[config.mk]
export PLATFORM = sky130hd
export DESIGN_NAME = infix_expression_evaluator
export DESIGN_NICKNAME = d
export VERILOG_FILES = /design/src/hdl/iee_pkg.sv /design/src/hdl/infix_expression_evaluator.sv
export SDC_FILE = /design/constraint.sdc
export NUM_CORES = 1
export LEC_CHECK = 0
export BUFFER_PORTS_ARGS = -buffer_cell sky130_fd_sc_hd__buf_2
export CORE_ASPECT_RATIO = 2
export CORE_MARGIN = 4
export CORE_UTILIZATION = 40
export CTS_CLUSTER_SIZE = 8
export DETAILED_ROUTE_END_ITERATION = 12
export GPL_TIMING_DRIVEN = 0
export HOLD_SLACK_MARGIN = 0.05
export PLACE_DENSITY = 0.61
export SLEW_MARGIN = 20
export SYNTH_ARGS = -nofsm -noshare
export SYNTH_HDL_FRONTEND = slang
export SYNTH_SLANG_ARGS = --single-unit
[constraint.sdc]
create_clock -name clk -period 7.8 [get_ports clk]
set_input_delay 0.39 -clock clk [delete_from_list [all_inputs] [get_ports clk]]
set_output_delay 0.39 -clock clk [all_outputs]
set_load 0.02 [all_outputs]
[src/hdl/iee_pkg.sv]
// Package for the infix expression evaluator: fixed-point limits, character
// codes, pending-operator codes and the sequencer state type.
// Depends on nothing; used by infix_expression_evaluator.
package iee_pkg;

  localparam int FRAC_BITS   = 16;
  localparam int VALUE_WIDTH = 64;

  localparam logic [63:0] VMAX    = (64'd1 << (VALUE_WIDTH - 1)) - 64'd1;
  localparam logic [63:0] VMIN    = ~VMAX;
  localparam logic [63:0] VLIMNEG = VMAX + 64'd1;
  localparam logic [63:0] FIX_LIM = VMAX >> FRAC_BITS;
  localparam logic [35:0] NUM_MAX = 36'h0_FFFF_FFFF;

  localparam logic [7:0] CH_ZERO  = 8'h30;
  localparam logic [7:0] CH_NINE  = 8'h39;
  localparam logic [7:0] CH_SPACE = 8'h20;
  localparam logic [7:0] CH_PLUS  = 8'h2B;
  localparam logic [7:0] CH_MINUS = 8'h2D;
  localparam logic [7:0] CH_STAR  = 8'h2A;
  localparam logic [7:0] CH_SLASH = 8'h2F;

  localparam logic [5:0] MUL_LAST = 6'd31;
  localparam logic [5:0] DIV_LAST = 6'd63;

  typedef enum logic [1:0] {
    OP_NONE = 2'd0,
    OP_MUL  = 2'd1,
    OP_DIV  = 2'd2
  } op_t;

  typedef enum logic [3:0] {
    S_IDLE,
    S_DECODE,
    S_PREP,
    S_MUL,
    S_DIV,
    S_SIGN,
    S_FOLD,
    S_EOL,
    S_OUT
  } state_t;

endpackage

[src/hdl/infix_expression_evaluator.sv]
// Infix expression evaluator top level: character decoder, sequencer and one
// shared shift-add / shift-subtract unit for multiply and divide.
// Depends on iee_pkg.
//
// Usage: each input word carries one ASCII character (char_code) and an
// end_of_line flag. Digits build a decimal number; a space after a digit ends
// it; + - * / set operators with the usual precedence, left to right. The
// word flagged end_of_line closes the expression, and one output word then
// carries value (signed, FRAC_BITS fraction bits) and error (saturation or
// division by zero somewhere in the line).
// Input words are taken one at a time; in_stall is high while a word is at
// work. A digit, a * or /, or an ignored character passes decode and the
// end-of-line check; a + or - also passes a fold step. A space that ends a
// number adds a preparation step, then with a pending multiply one multiplier
// bit per cycle over 32 bits and a sign step, and with a pending nonzero
// divide one quotient bit per cycle over 64 bits and a sign step. End of line
// adds the number completion if any, a fold step and an output step.
// The output register lets the next line start while a result waits; if the
// receiver stalls a second result, the block holds in its output state.
// Reset (rst, synchronous) clears the expression state and the output valid.
module infix_expression_evaluator (
  input  logic        clk,
  input  logic        rst,
  input  logic        in_valid,
  output logic        in_stall,
  input  logic [7:0]  char_code,
  input  logic        end_of_line,
  output logic        out_valid,
  input  logic        out_stall,
  output logic [63:0] value,
  output logic        error
);

  iee_pkg::state_t state, state_next;

  logic [7:0]  char_hold;
  logic        eol_hold;
  logic [63:0] running_sum;
  logic [63:0] product_term;
  logic [31:0] number_accum;
  logic        add_sign;
  iee_pkg::op_t mul_pending;
  logic        prev_was_digit;
  logic        error_seen;
  logic        final_phase;
  logic [63:0] mag;
  logic        neg;
  logic [65:0] acc;
  logic        ovf;
  logic [31:0] rem;
  logic [5:0]  cnt;

  logic        in_take;
  logic        out_load;
  logic        is_digit;
  logic [35:0] acc10;
  logic        need_complete;
  logic [63:0] mul_limit;
  logic [65:0] acc_step;
  logic [32:0] trial;
  logic [32:0] trial_diff;
  logic        trial_ok;
  logic [63:0] addend;
  logic        carry_in;
  logic        fold_min;
  logic [64:0] fold_sum;
  logic        fold_hi;
  logic        fold_lo;
  logic [63:0] sign_mag;

  assign in_take  = in_valid && !in_stall;
  assign is_digit = (char_hold >= iee_pkg::CH_ZERO) && (char_hold <= iee_pkg::CH_NINE);
  assign acc10    = ({4'b0, number_accum} << 3) + ({4'b0, number_accum} << 1)
                  + {32'b0, char_hold[3:0]};
  assign need_complete = is_digit || (number_accum != 32'd0) ||
                         (mul_pending == iee_pkg::OP_MUL) || (mul_pending == iee_pkg::OP_DIV);

  assign mul_limit  = neg ? iee_pkg::VLIMNEG : iee_pkg::VMAX;
  assign acc_step   = {acc[64:0], 1'b0} +
                      (number_accum[~cnt[4:0]] ? {2'b0, mag} : 66'd0);
  assign trial      = {rem, mag[63]};
  assign trial_diff = trial - {1'b0, number_accum};
  assign trial_ok   = trial >= {1'b0, number_accum};
  assign sign_mag   = (mul_pending == iee_pkg::OP_MUL) ? acc[63:0] : mag;

  assign fold_min = product_term == iee_pkg::VMIN;
  always_comb begin
    if (!add_sign) begin
      addend   = product_term;
      carry_in = 1'b0;
    end else if (fold_min) begin
      addend   = iee_pkg::VMAX;
      carry_in = 1'b0;
    end else begin
      addend   = ~product_term;
      carry_in = 1'b1;
    end
  end
  assign fold_sum = {running_sum[63], running_sum} + {addend[63], addend}
                  + {64'b0, carry_in};
  assign fold_hi  = $signed(fold_sum) > $signed({1'b0, iee_pkg::VMAX});
  assign fold_lo  = $signed(fold_sum) < $signed({1'b1, iee_pkg::VMIN});

  always_comb begin
    state_next = state;
    in_stall   = 1'b1;
    out_load   = 1'b0;
    unique case (state)
      iee_pkg::S_IDLE: begin
        in_stall = 1'b0;
        if (in_valid) state_next = iee_pkg::S_DECODE;
      end
      iee_pkg::S_DECODE: begin
        if (char_hold == iee_pkg::CH_SPACE && prev_was_digit) begin
          state_next = iee_pkg::S_PREP;
        end else if (char_hold == iee_pkg::CH_PLUS || char_hold == iee_pkg::CH_MINUS) begin
          state_next = iee_pkg::S_FOLD;
        end else begin
          state_next = iee_pkg::S_EOL;
        end
      end
      iee_pkg::S_PREP: begin
        if (mul_pending == iee_pkg::OP_MUL) begin
          state_next = iee_pkg::S_MUL;
        end else if (mul_pending == iee_pkg::OP_DIV && number_accum != 32'd0) begin
          state_next = iee_pkg::S_DIV;
        end else begin
          state_next = final_phase ? iee_pkg::S_FOLD : iee_pkg::S_EOL;
        end
      end
      iee_pkg::S_MUL: begin
        if (cnt == iee_pkg::MUL_LAST) state_next = iee_pkg::S_SIGN;
      end
      iee_pkg::S_DIV: begin
        if (cnt == iee_pkg::DIV_LAST) state_next = iee_pkg::S_SIGN;
      end
      iee_pkg::S_SIGN: begin
        state_next = final_phase ? iee_pkg::S_FOLD : iee_pkg::S_EOL;
      end
      iee_pkg::S_FOLD: begin
        state_next = final_phase ? iee_pkg::S_OUT : iee_pkg::S_EOL;
      end
      iee_pkg::S_EOL: begin
        if (!eol_hold) begin
          state_next = iee_pkg::S_IDLE;
        end else begin
          state_next = need_complete ? iee_pkg::S_PREP : iee_pkg::S_FOLD;
        end
      end
      iee_pkg::S_OUT: begin
        out_load = !out_valid || !out_stall;
        if (out_load) state_next = iee_pkg::S_IDLE;
      end
      default: state_next = iee_pkg::S_IDLE;
    endcase
  end

  always_ff @(posedge clk) begin
    if (rst) begin
      state <= iee_pkg::S_IDLE;
    end else begin
      state <= state_next;
    end
  end

  always_ff @(posedge clk) begin
    if (in_take) begin
      char_hold <= char_code;
      eol_hold  <= end_of_line;
    end
  end

  always_ff @(posedge clk) begin
    if (rst) begin
      running_sum    <= '0;
      product_term   <= '0;
      number_accum   <= '0;
      add_sign       <= 1'b0;
      mul_pending    <= iee_pkg::OP_NONE;
      prev_was_digit <= 1'b0;
      error_seen     <= 1'b0;
      final_phase    <= 1'b0;
    end else begin
      unique case (state)
        iee_pkg::S_DECODE: begin
          prev_was_digit <= is_digit;
          if (is_digit) begin
            if (acc10 > iee_pkg::NUM_MAX) begin
              number_accum <= '1;
              error_seen   <= 1'b1;
            end else begin
              number_accum <= acc10[31:0];
            end
          end else if (char_hold == iee_pkg::CH_STAR) begin
            mul_pending <= iee_pkg::OP_MUL;
          end else if (char_hold == iee_pkg::CH_SLASH) begin
            mul_pending <= iee_pkg::OP_DIV;
          end
        end
        iee_pkg::S_PREP: begin
          neg <= product_term[63];
          mag <= product_term[63] ? (64'd0 - product_term) : product_term;
          acc <= '0;
          ovf <= 1'b0;
          rem <= '0;
          cnt <= '0;
          if (mul_pending == iee_pkg::OP_DIV && number_accum == 32'd0) begin
            product_term <= product_term[63] ? iee_pkg::VMIN : iee_pkg::VMAX;
            error_seen   <= 1'b1;
            number_accum <= '0;
            mul_pending  <= iee_pkg::OP_NONE;
          end else if (mul_pending != iee_pkg::OP_MUL && mul_pending != iee_pkg::OP_DIV) begin
            if ({32'b0, number_accum} > iee_pkg::FIX_LIM) begin
              product_term <= iee_pkg::VMAX;
              error_seen   <= 1'b1;
            end else begin
              product_term <= {32'b0, number_accum} << iee_pkg::FRAC_BITS;
            end
            number_accum <= '0;
            mul_pending  <= iee_pkg::OP_NONE;
          end
        end
        iee_pkg::S_MUL: begin
          acc <= acc_step;
          if (acc_step > {2'b0, mul_limit}) ovf <= 1'b1;
          cnt <= cnt + 6'd1;
        end
        iee_pkg::S_DIV: begin
          rem <= trial_ok ? trial_diff[31:0] : trial[31:0];
          mag <= {mag[62:0], trial_ok};
          cnt <= cnt + 6'd1;
        end
        iee_pkg::S_SIGN: begin
          if (ovf && mul_pending == iee_pkg::OP_MUL) begin
            product_term <= neg ? iee_pkg::VMIN : iee_pkg::VMAX;
            error_seen   <= 1'b1;
          end else begin
            product_term <= neg ? (64'd0 - sign_mag) : sign_mag;
          end
          number_accum <= '0;
          mul_pending  <= iee_pkg::OP_NONE;
        end
        iee_pkg::S_FOLD: begin
          if (fold_hi) begin
            running_sum <= iee_pkg::VMAX;
          end else if (fold_lo) begin
            running_sum <= iee_pkg::VMIN;
          end else begin
            running_sum <= fold_sum[63:0];
          end
          if (fold_hi || fold_lo || (add_sign && fold_min)) error_seen <= 1'b1;
          product_term <= '0;
          mul_pending  <= iee_pkg::OP_NONE;
          if (!final_phase) add_sign <= (char_hold == iee_pkg::CH_MINUS);
        end
        iee_pkg::S_EOL: begin
          if (eol_hold) final_phase <= 1'b1;
        end
        iee_pkg::S_OUT: begin
          if (out_load) begin
            running_sum    <= '0;
            product_term   <= '0;
            number_accum   <= '0;
            add_sign       <= 1'b0;
            mul_pending    <= iee_pkg::OP_NONE;
            prev_was_digit <= 1'b0;
            error_seen     <= 1'b0;
            final_phase    <= 1'b0;
          end
        end
        default: begin
        end
      endcase
    end
  end

  always_ff @(posedge clk) begin
    if (rst) begin
      out_valid <= 1'b0;
    end else if (out_load) begin
      out_valid <= 1'b1;
    end else if (!out_stall) begin
      out_valid <= 1'b0;
    end
  end

  always_ff @(posedge clk) begin
    if (out_load) begin
      value <= running_sum;
      error <= error_seen;
    end
  end

  a_div_rem_bound: assert property (@(posedge clk) disable iff (rst)
    state == iee_pkg::S_DIV |-> rem < number_accum)
    else $error("Division remainder is not below the divisor.");

  a_div_full_length: assert property (@(posedge clk) disable iff (rst)
    state == iee_pkg::S_DIV && cnt != iee_pkg::DIV_LAST |=> state == iee_pkg::S_DIV)
    else $error("Division left before all quotient bits were formed.");

  a_sign_has_op: assert property (@(posedge clk) disable iff (rst)
    state == iee_pkg::S_SIGN |->
      (mul_pending == iee_pkg::OP_MUL || mul_pending == iee_pkg::OP_DIV))
    else $error("Result sign stage reached without a pending multiply or divide.");

  a_out_clears_line: assert property (@(posedge clk) disable iff (rst)
    out_load |=> out_valid && running_sum == 64'd0 && product_term == 64'd0 &&
                 !error_seen && !final_phase)
    else $error("Expression state not cleared after the result word was loaded.");

  a_idle_no_final: assert property (@(posedge clk) disable iff (rst)
    state == iee_pkg::S_IDLE |-> !final_phase)
    else $error("End-of-line phase still set while waiting for a word.");

endmodule
==> flow_metrics.tcl, run 1 <==
set metrics [dict create \
    syn-num-nets 4337 \
    worst_slew_pin_slew_ns 1.293 \
    postRouteAntennaNets 0 \
    grt_pass1_vias 32926 \
    clk_path_buf_depth 3 \
    rows 150 \
    clock_skew_ns 0.03396 \
    place_ws_ns -1.097 \
    dr.pass1.iters 6 \
    final_cell_area_sq_mm 0.03782 \
    power.density_mw_per_mm2 263.7 \
    gp_congestion 1.007 \
    layout_setup_ws_ns 0.2681 \
    layout_worst_path_cycle_share_pct 96.56 \
    rsz0062_at_grt "true" \
    critPathMaxFanout 10 \
    drv_cap 0 \
    ir_drop_mv 0.1744 \
    end_kind "flop" \
    grt_start_max_net_pins 60 \
    nets 4506 \
    via_per_inst 6.120 \
    slowest_delay_ns 0.54 \
    multiInputGateArea_sq_mm 0.02198 \
    yosys-top-cells-count "nand2_1 (422), a21oi_1 (374), o21ai_0 (325)" \
    ys_seq_area_share_pct 31.74 \
    synth_edf_count 243 \
    maxSlewViolCount 0 \
    yosysTopAreaCellShare_pct 21.60 \
    post_drt_wl_per_cell_microns 26.56 \
    async_flop_share_pct 0 \
    yosys_warnings 0 \
    coreArea_sq_mm 0.08371 \
    drive_gt1_share_pct 6.265 \
    tns_ns 0 \
    n_fill_cell 8467 \
    grt_use_total_pct 30.74 \
    clock_sinks 414 \
    dr_total_vias 32515 \
    antenna_found_initial 5 \
    routed_wl_mm 141.1 \
    synth_area_per_cell_sq_um 8.381 \
    arrival_ns 7.92 \
    synth_cells 4030 \
    start_util_pct 40.35 \
    ys_top_cells_by_area "edfxtp_1 (22%), ha_1 (11%), dfxtp_1 (10%)" \
    drt_iter0_drc 2244 \
    hold_viol_final 0 \
    htree_levels 2 \
    critPathKind "flop to flop" \
    synthToLayoutAreaGrowth_pct 11.97 \
    yosysTopAreaCell "edfxtp_1" \
    clock.fmax_mhz 132.8 \
    hp-class "primary input to flop" \
    grt.overflow.total 0 \
    synth_area_sq_mm 0.03377 \
    io_buffers 79 \
    cts_tree "done" \
    start_kind "flop" \
    drc 0 \
    fp.dieArea_sq_mm 0.08943 \
    setup_violations 0 \
    synth_ff_type "edfxtp_1" \
    grt_pass1_wl_mm 205.4 \
    synthDistinctLibCells 90 \
    run_status "complete, no violations" \
    pin_count 80 \
    dieHeight_microns 418.9 \
    dp_hpwl_mm 110.9 \
    cts-root-buf "clkbuf_16" \
    slowest_stage "mux4_2" \
    finalCriticalPeriod_ns 7.532 \
    leakagePower_nw 15.79 \
    clkSlewWorstSetupHoldPaths_ns 0.07 \
    hold_slack_ns 0.3262 \
    synth_most_common_cell "nand2_1" \
    placed_cell_area_sq_mm 0.03580 \
    cts_buffers 57 \
    worstPathRequired_ns 8.19 \
    fp.dieW_microns 213.5 \
    ys_seq_elements 414 \
    relSlewSlack_pct 12.90 \
    clock_latency_ns 0.66 \
    seqCellArea_sq_mm 0.01072 \
]
-- what timing repair did --
item | in CTS | in global routing
hold buffers | 10 | 0
resized for setup | 19 | 23
pin swaps | 1 | 7
setup buffers | 1 | 7
hold endpoints to repair | 10 | 0
endpoints found under the setup margin | 65 | 65
-- flip-flops by register name, indices dropped and copies added, names as in the netlist, 8 cells and up --
name and cells:
number_accum 32, value 64, char_hold 8, rem 32, mag 64, product_term 64, running_sum 64, acc 65
-- layer usage --
| metal | GRT usage (%) | routed length [microns] | vias up | share of wire [%] |
|---|---|---|---|---|
| met5 | 0 | 19 | - | 0.013 |
| met4 | 29.19 | 17540 | 4 | 12 |
| met3 | 5.135 | 7083 | 604 | 5.0 |
| met2 | 55.40 | 71280 | 1229 | 51 |
| met1 | 28.53 | 45190 | 15521 | 32 |
| li1 | - | - | 15157 | - |
-- area by class of cell --
cell class,instances,share of cell area (%)
Inverter,106,1.065
Clock buffer,104,4.295
Buffer,210,2.266
Clock inverter,2,0.1588
Multi-Input combinational cell,3300,58.14
Tap cell,1064,3.520
Sequential cell,414,28.35
Timing Repair Buffer,110,2.190
Antenna cell,3,0.01985
-- layout by cell type, fill, tap and decap left out, types with 98 or more instances in the layout --
master / instances
clkbuf_1: 217
inv_1: 104
nor2b_1: 98
ha_1: 288
xor2_1: 188
edfxtp_1: 243
nor2_1: 305
a21oi_1: 368
xnor2_1: 131
dfxtp_1: 171
nand2_1: 421
o21ai_0: 319
a21o_1: 150
-- worst paths after layout --
| kind | endpoint | cells after the start | slack [ns] | from |
|---|---|---|---|---|
| setup / recovery | ovf | 28 | 0.27 | cnt[0] |
| hold / removal | state[0] | 5 | 0.33 | in_valid |
| setup reg to reg | ovf | 28 | 0.27 | cnt[0] |
| hold reg to reg | error | 0 | 0.45 | error_seen |
-- per-stage QoR --
| stage | power [W] | util, % | std cells |
|---|---|---|---|
| 2_1_floorplan | 0.005860 | - | 4030 |
| 3_3_place_gp | 0.007310 | 42.41 | 5173 |
| 3_5_place_dp | 0.007367 | 42.77 | 5186 |
| 4_1_cts | 0.009857 | 45.01 | 5303 |
| 5_1_grt | 0.01044 | 45.17 | 5310 |
| 6_report | 0.009974 | 45.18 | 5313 |
-- logic make-up (layout without fill, tap and decap cells) --
kind of cell	count (synthesis)	after routing	share of synthesized area, %
AND/OR/NAND/NOR	1325	1325	18.90
multiplexers	96	96	3.267
buffers and inverters	316	532	3.660
adder cells (fa/ha/maj)	294	294	11.02
flip-flops	414	414	31.74
other	0	3	0
XOR/XNOR	320	320	8.298
AO/OA/AOI/OAI	1265	1265	23.11
-- report_power, final --
| part | total (W) | internal, W | switching (W) |
|---|---|---|---|
| clock network | 0.00247 | 0.00139 | 0.00108 |
| registers | 0.00343 | 0.00278 | 0.000644 |
| logic | 0.00407 | 0.00139 | 0.00268 |
-- critical path, delay by kind of cell (launching register included) --
family	cells	cell delay, ns
muxes	3	1.21
AOI/OAI and AO/OA	16	3.68
buffers and inverters	3	0.63
adders and majority gates	3	0.95
and+or+nand+nor	2	0.17
DFF	1	0.44
xor gates and xnor gates	1	0.17
(Power assumes the default switching activity.)
==> run 2, diff against run 1 <==
--- a/config.mk
+++ b/config.mk
@@ -13,7 +13,7 @@
 export DETAILED_ROUTE_END_ITERATION = 12
 export GPL_TIMING_DRIVEN = 0
 export HOLD_SLACK_MARGIN = 0.05
-export PLACE_DENSITY = 0.61
+export PLACE_DENSITY_LB_ADDON = 0.15
 export SLEW_MARGIN = 20
 export SYNTH_ARGS = -nofsm -noshare
 export SYNTH_HDL_FRONTEND = slang
==> run 2 against run 1 <==
Compared with the run above: sequential power hardly changed; largest power group unchanged; largest cell class unchanged; combinational power hardly changed; clock skew shrank 0.012 ns; critical path depth is 4 lower; cell count barely moved; power grew 0.33%; first-iteration DRC count increased by 2.6%; sequential share of layout area barely moved; register-to-register slack lost 0.09 ns.
==> flow_metrics.tcl, run 2 (same netlist as run 1, synthesis figures left out) <==
set metrics [dict create \
    min_to "out_valid" \
    routed_wl_mm 142.2 \
    worst_slew_pin_slew_ns 1.092 \
    fp.dieW_microns 213.5 \
    clock.fmax_mhz 131.2 \
    clock_latency_ns 0.67 \
    largest_reg_flops 65 \
    pin_count 80 \
    clockPowerShare_pct 24.8 \
    worstReg2RegEnd "running_sum[62]" \
    clock_skew_ns 0.02217 \
    start_kind "flop" \
    min-delay-start "out_stall" \
    synthToLayoutAreaGrowth_pct 12.09 \
    gp_congestion 0.9838 \
    nets 4506 \
    grt_pass1_vias 32847 \
    arrival_ns 8.13 \
    finalCriticalPeriod_ns 7.621 \
    dp_hpwl_mm 112.2 \
    hp-class "primary input to flop" \
    ff2ff_setup_slack_ns 0.18 \
    grt_use_total_pct 30.95 \
    setup_violations 0 \
    grt_pass1_wl_mm 207.1 \
    maxSlewViolCount 0 \
    clock_sinks 414 \
    layout_common_cells "nand2_1 (421), a21oi_1 (370), o21ai_0 (321)" \
    coreArea_sq_mm 0.08371 \
    swShare_pct 44.21 \
    hold_depth 3 \
    drv_cap 0 \
    end_kind "flop" \
    rows 150 \
    run_status "complete, no violations" \
    dieHeight_microns 418.9 \
    p_sw_w 0.004424 \
    dr.pass1.iters 7 \
    total_power_w 0.01001 \
    fp.dieArea_sq_mm 0.08943 \
    hold_slack_ns 0.07037 \
    relSlewSlack_pct 26.57 \
    tns_ns 0 \
    cts-root-buf "clkbuf_16" \
    rr_startpoint "product_term[30]" \
    hold_viol_final 0 \
    drc 0 \
    drive_gt1_share_pct 6.341 \
    postRouteAntennaNets 0 \
    worstPathRequired_ns 8.31 \
    largest_register "acc" \
    pwr-share-comb_pct 41.0 \
    critPathKind "flop to flop" \
    htree_levels 2 \
    leakagePower_nw 15.85 \
    layout_worst_path_cycle_share_pct 97.70 \
    post_drt_wl_per_cell_microns 26.78 \
    critPathMaxFanout 10 \
    dr_total_vias 32554 \
    dp_cells 5185 \
    p_int_w 0.005583 \
    final_common_cell "nand2_1" \
    drt_iter0_drc 2302 \
    crit_start "product_term[30]" \
    reg2reg_depth 24 \
    start_util_pct 40.35 \
    clkSlewWorstSetupHoldPaths_ns 0.06 \
    instances_no_fill 5309 \
    io_buffers 79 \
    placed_cell_area_sq_mm 0.03582 \
    final_cell_area_sq_mm 0.03786 \
    via_per_inst 6.132 \
    cts_buffers 58 \
    cts_tree "done" \
    antenna_found_initial 2 \
    power_frac_seq_pct 34.2 \
    grt.overflow.total 0 \
    power.density_mw_per_mm2 264.3 \
    clk_path_buf_depth 3 \
    ir_drop_mv 0.1937 \
    grt_start_max_net_pins 60 \
]
run 2: critical path: stages, from the launching register on:
cell and delay [ns]:
dfxtp_1 0.31, buf_6 0.14, or4_4 0.57, nor4_4 0.20
or4b_1 0.51, or3_1 0.39, nor4_1 0.31, nand2_2 0.23
nor2_1 0.15, nor2_1 0.07, clkbuf_1 0.23, fa_1 0.46
inv_1 0.09, fa_1 0.21, nor2b_1 0.07, o31ai_1 0.37
a21oi_1 0.20, a31o_2 0.33, o21a_1 0.23, o31ai_1 0.92
o31a_1 0.38, o21ai_0 0.26, a221oi_1 0.49, xnor2_1 0.20
o22ai_1 0.11
run 2: cell type report:
type                            count  area (sq um)
Buffer                            210         857.1
Clock inverter                      2         38.79
Inverter                          106         402.9
Multi-Input combinational cell   3300         22020
Antenna cell                        3         7.507
Tap cell                         1064          1331
Timing Repair Buffer              109         838.3
Sequential cell                   414         10720
Fill cell                        8573         45850
Clock buffer                      101          1644
run 2: worst max path at each step:
stage / end / cells after the start
final: running_sum[62] / 24
after global routing: ovf / 26
after CTS: ovf / 26
after detailed placement: ovf / 25
after global placement: ovf / 24
after floorplan: ovf / 29
run 2: power groups by stage:
stage / Sequential (W) / Clock [W] / Combinational (W)
global placement: 0.00349 / 0 / 0.00387
finish: 0.00343 / 0.00248 / 0.00410
floorplan: 0.00313 / 0 / 0.00273
detailed placement: 0.00343 / 0 / 0.00397
global route: 0.00343 / 0.00260 / 0.00445
CTS: 0.00340 / 0.00252 / 0.00401
run 2: through the flow:
| step | utilization [%] | worst slack [ns] |
|---|---|---|
| finish | 45.23 | 0.1795 |
| global placement | 42.41 | -2.499 |
| floorplan | - | 0.8402 |
| global route | 45.22 | -0.001476 |
| detailed placement | 42.79 | -1.510 |
| CTS | 45.05 | -0.04532 |
run 2: repair_timing:
| action | in CTS | in global routing |
|---|---|---|
| endpoints found under the hold margin | 9 | 0 |
| buffers inserted | 1 | 8 |
| resized for setup | 21 | 25 |
| hold buffers | 9 | 0 |
| endpoints found under the setup margin | 65 | 64 |
| pin swaps | 1 | 7 |
run 2: routing by layer:
layer	global-route usage [%]	wire length, microns	vias to the layer above	part of all wire [%]
li1	-	-	15164	-
met1	29.42	46370	15568	33
met2	56.46	72890	1224	51
met3	4.589	6804	598	4.8
met4	27.26	16110	0	11
met5	0	0	-	0
